===== config.mk =====
export PLATFORM = sky130hd
export DESIGN_NAME = set_bit_expand_subtract_pow2_top
export DESIGN_NICKNAME = d
export VERILOG_FILES = /design/src/design/sbe_pkg.sv /design/src/design/set_bit_expand_subtract_pow2_top.sv /design/src/design/sbe_scan.sv
export SDC_FILE = /design/constraint.sdc
export NUM_CORES = 1
export LEC_CHECK = 0
export ABC_AREA = 1
export BUFFER_PORTS_ARGS = -buffer_cell sky130_fd_sc_hd__buf_4
export CAP_MARGIN = 10
export CORE_UTILIZATION = 40
export DETAILED_ROUTE_END_ITERATION = 6
export GPL_ROUTABILITY_DRIVEN = 0
export SLEW_MARGIN = 25
export SYNTH_ARGS = -nofsm -noshare
export SYNTH_HDL_FRONTEND = slang
export SYNTH_SLANG_ARGS = --single-unit

===== constraint.sdc =====
create_clock -name clk_i -period 17.63 [get_ports clk_i]
set_input_delay 3.526 -clock clk_i [delete_from_list [all_inputs] [get_ports clk_i]]
set_output_delay 3.526 -clock clk_i [all_outputs]
set_load 0.02 [all_outputs]

===== src/design/sbe_pkg.sv =====
// shared types and constants for the set-bit expansion block
package sbe_pkg;

  localparam int unsigned ValueW       = 63;
  localparam int unsigned MaskW        = 64;
  localparam int unsigned IdxW         = 6;
  localparam int unsigned FlatW        = 32;
  localparam int unsigned WinW         = 8;
  localparam int unsigned WinSelW      = 3;
  localparam int unsigned ShiftW       = 4;
  localparam int unsigned PositionBits = 32;

  typedef struct packed {
    logic [ValueW-1:0] base_value;
    logic [MaskW-1:0]  bit_mask;
    logic              batch_start;
  } in_req_t;

  typedef struct packed {
    logic [IdxW-1:0]         bit_index;
    logic signed [MaskW-1:0] difference;
    logic [FlatW-1:0]        flat_position;
    logic                    last_of_item;
  } out_req_t;

  typedef enum logic {
    ST_IDLE,
    ST_SCAN
  } sbe_state_e;

  // control from the sequencer into the scan unit
  typedef struct packed {
    logic             load;
    logic [MaskW-1:0] load_mask;
    logic             emit_ok;
  } scan_ctl_t;

  // status from the scan unit back to the sequencer
  typedef struct packed {
    logic            hit;
    logic [IdxW-1:0] bit_index;
    logic            last;
  } scan_sts_t;

endpackage


===== src/design/set_bit_expand_subtract_pow2_top.sv =====
// top level of the set-bit expansion block: sequencer, subtractor, position counter
//
//   channel | direction | handshake              | payload
//   --------+-----------+------------------------+-----------------------
//   in      | in        | in_valid_i / in_stall_o | in_req_i  (in_req_t)
//   out     | out       | out_valid_o/ out_stall_i| out_req_o (out_req_t)
//
// an item is accepted, then one result is emitted per set bit, lowest first,
// with runs of eight clear bits in the scan window skipped at once; no new item
// is taken until its last result is emitted; the single 64-bit subtractor serves all bits
// a zero mask item is done in its accept cycle and only applies batch_start
// reset clears the sequencer, the running position and the output valid
// a stalled output holds the result register and pauses the scan at the next set bit
module set_bit_expand_subtract_pow2_top #(
  parameter int unsigned POSITION_BITS = sbe_pkg::PositionBits
) (
  input  logic              clk_i,
  input  logic              rst_ni,
  input  logic              in_valid_i,
  output logic              in_stall_o,
  input  sbe_pkg::in_req_t  in_req_i,
  output logic              out_valid_o,
  input  logic              out_stall_i,
  output sbe_pkg::out_req_t out_req_o
);
  import sbe_pkg::*;

  sbe_state_e state_q, state_d;
  scan_ctl_t  scan_ctl;
  scan_sts_t  scan_sts;

  // operand held for the whole item
  logic [ValueW-1:0]        base_q, base_d;
  // running flat position, wraps at its own width
  logic [POSITION_BITS-1:0] pos_q, pos_d;

  logic     out_valid_q, out_valid_d;
  out_req_t out_q, out_d;

  logic accept;
  logic slot_free;
  logic emit;

  logic [MaskW-1:0] pow2;
  logic [MaskW-1:0] diff;

  assign in_stall_o = (state_q != ST_IDLE);
  assign accept     = in_valid_i && !in_stall_o;

  // the result register is free when empty or being drained this cycle
  assign slot_free = !out_valid_q || !out_stall_i;
  assign emit      = (state_q == ST_SCAN) && scan_sts.hit && slot_free;

  assign scan_ctl.load      = accept;
  assign scan_ctl.load_mask = in_req_i.bit_mask;
  assign scan_ctl.emit_ok   = (state_q == ST_SCAN) && slot_free;

  sbe_scan u_scan (
    .clk_i  (clk_i),
    .rst_ni (rst_ni),
    .ctl_i  (scan_ctl),
    .sts_o  (scan_sts)
  );

  // shared subtractor, p - 2^m wrapping at 64 bits
  assign pow2 = MaskW'(1) << scan_sts.bit_index;
  assign diff = {1'b0, base_q} - pow2;

  // sequencer
  always_comb begin
    state_d     = state_q;
    base_d      = base_q;
    pos_d       = pos_q;
    out_d       = out_q;
    out_valid_d = out_valid_q && out_stall_i;
    case (state_q)
      ST_IDLE: begin
        if (accept) begin
          base_d = in_req_i.base_value;
          if (in_req_i.batch_start) begin
            pos_d = '0;
          end
          // a zero mask emits nothing
          if (in_req_i.bit_mask != '0) begin
            state_d = ST_SCAN;
          end
        end
      end
      ST_SCAN: begin
        if (emit) begin
          out_valid_d         = 1'b1;
          out_d.bit_index     = scan_sts.bit_index;
          out_d.difference    = diff;
          out_d.flat_position = FlatW'(pos_q);
          out_d.last_of_item  = scan_sts.last;
          pos_d               = pos_q + POSITION_BITS'(1);
          if (scan_sts.last) begin
            state_d = ST_IDLE;
          end
        end
      end
      default: begin
        state_d = ST_IDLE;
      end
    endcase
  end

  always_ff @(posedge clk_i or negedge rst_ni) begin
    if (!rst_ni) begin
      state_q     <= ST_IDLE;
      pos_q       <= '0;
      out_valid_q <= 1'b0;
    end else begin
      state_q     <= state_d;
      pos_q       <= pos_d;
      out_valid_q <= out_valid_d;
    end
  end

  // payload registers, no reset
  always_ff @(posedge clk_i) begin
    base_q <= base_d;
    out_q  <= out_d;
  end

  assign out_valid_o = out_valid_q;
  assign out_req_o   = out_q;

endmodule


===== src/design/sbe_scan.sv =====
// set-bit scanner: remaining mask register with an 8-bit search window
module sbe_scan (
  input  logic              clk_i,
  input  logic              rst_ni,
  input  sbe_pkg::scan_ctl_t ctl_i,
  output sbe_pkg::scan_sts_t sts_o
);
  import sbe_pkg::*;

  logic [MaskW-1:0]   rem_q, rem_d;
  logic [IdxW-1:0]    base_q, base_d;
  logic [WinW-1:0]    win;
  logic [WinSelW-1:0] sel;
  logic [ShiftW-1:0]  hop;
  logic [MaskW-1:0]   rem_hop;
  logic               hit;

  assign win = rem_q[WinW-1:0];
  assign hit = |win;

  // lowest set bit inside the window
  always_comb begin
    sel = '0;
    for (int i = WinW - 1; i >= 0; i--) begin
      if (win[i]) begin
        sel = WinSelW'(i);
      end
    end
  end

  assign hop     = hit ? (ShiftW'(sel) + ShiftW'(1)) : ShiftW'(WinW);
  assign rem_hop = rem_q >> hop;

  always_comb begin
    rem_d  = rem_q;
    base_d = base_q;
    if (ctl_i.load) begin
      rem_d  = ctl_i.load_mask;
      base_d = '0;
    end else if (!hit || ctl_i.emit_ok) begin
      rem_d  = rem_hop;
      base_d = base_q + IdxW'(hop);
    end
  end

  always_ff @(posedge clk_i or negedge rst_ni) begin
    if (!rst_ni) begin
      rem_q  <= '0;
      base_q <= '0;
    end else begin
      rem_q  <= rem_d;
      base_q <= base_d;
    end
  end

  assign sts_o.hit       = hit;
  assign sts_o.bit_index = base_q + IdxW'(sel);
  assign sts_o.last      = (rem_hop == '0);

endmodule


==> impl_metrics.tcl <==
set metrics [dict create \
    outcome "complete, but fails checks" \
    violations "DRC" \
    clock_path_buffers 3 \
    nets 2798 \
    yosys_warnings 0 \
    setup-violations-final 0 \
    grt_use_total_pct 24.5 \
    synth.area.top_cells "edfxtp_1 27%, dfrtp_1 14%, nand3_1 12%" \
    ys_ff_latch 270 \
    pre_cts_ws_ps 10300 \
    via_count 17700 \
    seq_area_frac_synth_pct 41.3 \
    postSynthCellCount 2395 \
    syn_area_per_cell_um2 7.67 \
    end_kind "register" \
    timing.hold.ws_ps 480 \
    rsz0062_at_grt "no" \
    cts_resized 0 \
    worstSetupPathType "register to register" \
    port_buffers 236 \
    viasPerCell 5.51 \
    post-dp-hpwl_um 43500 \
    drive_above_1_share_pct 13.2 \
    p_leak_uw 0.00944 \
    fin_util_pct 47.9 \
    fin_setup_tns_ps 0 \
    min_path_type "register to register" \
    cts_tree "yes" \
    wl_per_cell_um 18.2 \
    r2r_start "u_scan.rem_q[5]" \
    synth_top_area_cell "edfxtp_1" \
    cp_common_cell "nand2_1" \
    synth_area_um2 18400 \
    cts.sink_count 270 \
    grt_pass1_wl_um 90900 \
    skew_ps 16.1 \
    synth_edf_count 166 \
    die_h_um 216 \
    clk_pin_slew_worst_paths_ps 60 \
    die_x_um 216 \
    cts_hold_buffers 0 \
    grt_max_degree 87 \
    dieArea_um2 46800 \
    fmax_mhz 142 \
    worst_pin_slew_ps 962 \
    drc_errors 5 \
    drv_cap 0 \
    root_buffer "clkbuf_16" \
    worst_path_max_delay_cell "clkinv_1" \
    hold_viol_final 0 \
    areaGrowthSynthToFinish_pct 18.2 \
    crit_arrival_ps 7370 \
    antenna_left 0 \
    p_per_area_nw_per_um2 217 \
    std_cell_rows 78 \
    numCtsBuffers 31 \
    initial_core_util_pct 40.5 \
    crit_required_ps 17980 \
    start_kind "register" \
    cpPeakStageDelay_ps 850 \
    coreArea_um2 45300 \
    grt_pass1_vias 16700 \
    cts.htree.levels 1 \
    min_period_ps 7020 \
    first_iter_violations 1825 \
    antenna_found_initial 0 \
    min_period_over_period_pct 39.8 \
    slew_violations 0 \
    worst_slack_ps 10610 \
    synth_fp_nets 2609 \
    clk_latency_ps 610 \
    synth_flop_cell "edfxtp_1" \
    firstDrtPassIters 7 \
    yosys-top-cells-count "584 x nand2_1, 457 x nand3_1, 237 x inv_1" \
    wl_um 58500 \
    min_from "pos_q[6]" \
    worstSetupStartpoint "u_scan.rem_q[5]" \
    slew_headroom_pct 35.9 \
    async_flop_share_pct 38.5 \
    gr-total-overflow 0 \
    synth_cell_types 53 \
    insertedDiodeCount 0 \
    yosysMostFrequentCell "nand2_1" \
    nFillCells 4558 \
    ios 237 \
    post-cts-setup-buffers 0 \
    crit_path_max_fanout 67 \
    synth_top_area_share_pct 27.1 \
    ir_drop_mv 0.135 \
]
critical path: cells and delay by family (launching register included):
family / cells / cell delay [ps]
XOR/XNOR: 2 / 730
buffers and inverters: 6 / 1850
AND/OR/NAND/NOR: 17 / 1890
flip-flops: 1 / 390
AO/OA/AOI/OAI: 5 / 1150
adder cells (fa/ha/maj): 3 / 730
through the flow:
stage                     power, µW  cell area [µm²]  std cells
after floorplan                3220            18400       2395
after global placement         3930            20600       3151
after detailed placement       3950            20600       3151
after CTS                      4690            21700       3209
after global routing           5110            21700       3209
final                          4710            21700       3209
cell type report:
cell class / count / area [µm²] / area share (%)
Clock inverter: 22 / 322 / 1.48
Sequential cell: 270 / 7590 / 35.0
Inverter: 254 / 958 / 4.42
Timing Repair Buffer: 251 / 1880 / 8.68
Clock buffer: 36 / 795 / 3.66
Multi-Input combinational cell: 1776 / 9400 / 43.3
Tap cell: 600 / 751 / 3.46
sequential cells by signal, indices dropped and copies added, names as in the netlist:
register       count
base_q            63
in_stall_o         1
out_req_o        103
out_valid_o        1
pos_q             32
u_scan.base_q      6
u_scan.rem_q      64
placed cells by master, fill, tap and decap left out, types with 45 or more instances in the layout:
cell | Yosys | routed
o21ai_0 | 46 | 46
ha_1 | 79 | 79
o211ai_1 | 45 | 45
edfxtp_1 | 166 | 166
dfrtp_1 | 104 | 104
buf_4 | 7 | 251
nor2_1 | 169 | 167
nand2_1 | 584 | 584
inv_1 | 237 | 237
a21oi_1 | 114 | 114
nand3_1 | 457 | 457
path summary, 6_finish.rpt:
| kind | end | slack, ps | depth (start not counted) |
|---|---|---|---|
| worst max-delay path | out_req_o[95] | 10610 | 33 |
| worst min-delay path | out_req_o[7] | 480 | 0 |
| worst max register to register | out_req_o[95] | 10610 | 33 |
| worst min register to register | out_req_o[7] | 480 | 0 |
| max in group asynchronous | pos_q[29] | 13450 | 2 |
| min in group asynchronous | u_scan.base_q[3] | 2970 | 1 |
routing by layer:
layer	part of all wire [%]	global-route usage (%)
met4	3.2	7.93
met2	45	38.8
met1	44	34.1
met3	7.4	4.01
met5	0	0
kinds of logic after synthesis:
| family | after synthesis | synth area share [%] |
|---|---|---|
| XOR/XNOR | 65 | 3.10 |
| flip-flops | 270 | 41.3 |
| buffers and inverters | 349 | 7.77 |
| AND/OR/NAND/NOR | 1307 | 31.2 |
| AO/OA/AOI/OAI | 322 | 10.9 |
| adder cells (fa/ha/maj) | 82 | 5.71 |
report_power, final:
| group | switching, µW | internal [µW] | total, µW |
|---|---|---|---|
| Combinational | 2070 | 947 | 3020 |
| Clock | 283 | 428 | 711 |
| Sequential | 91.0 | 895 | 986 |
Note: power is estimated with default switching activity, not from simulation.
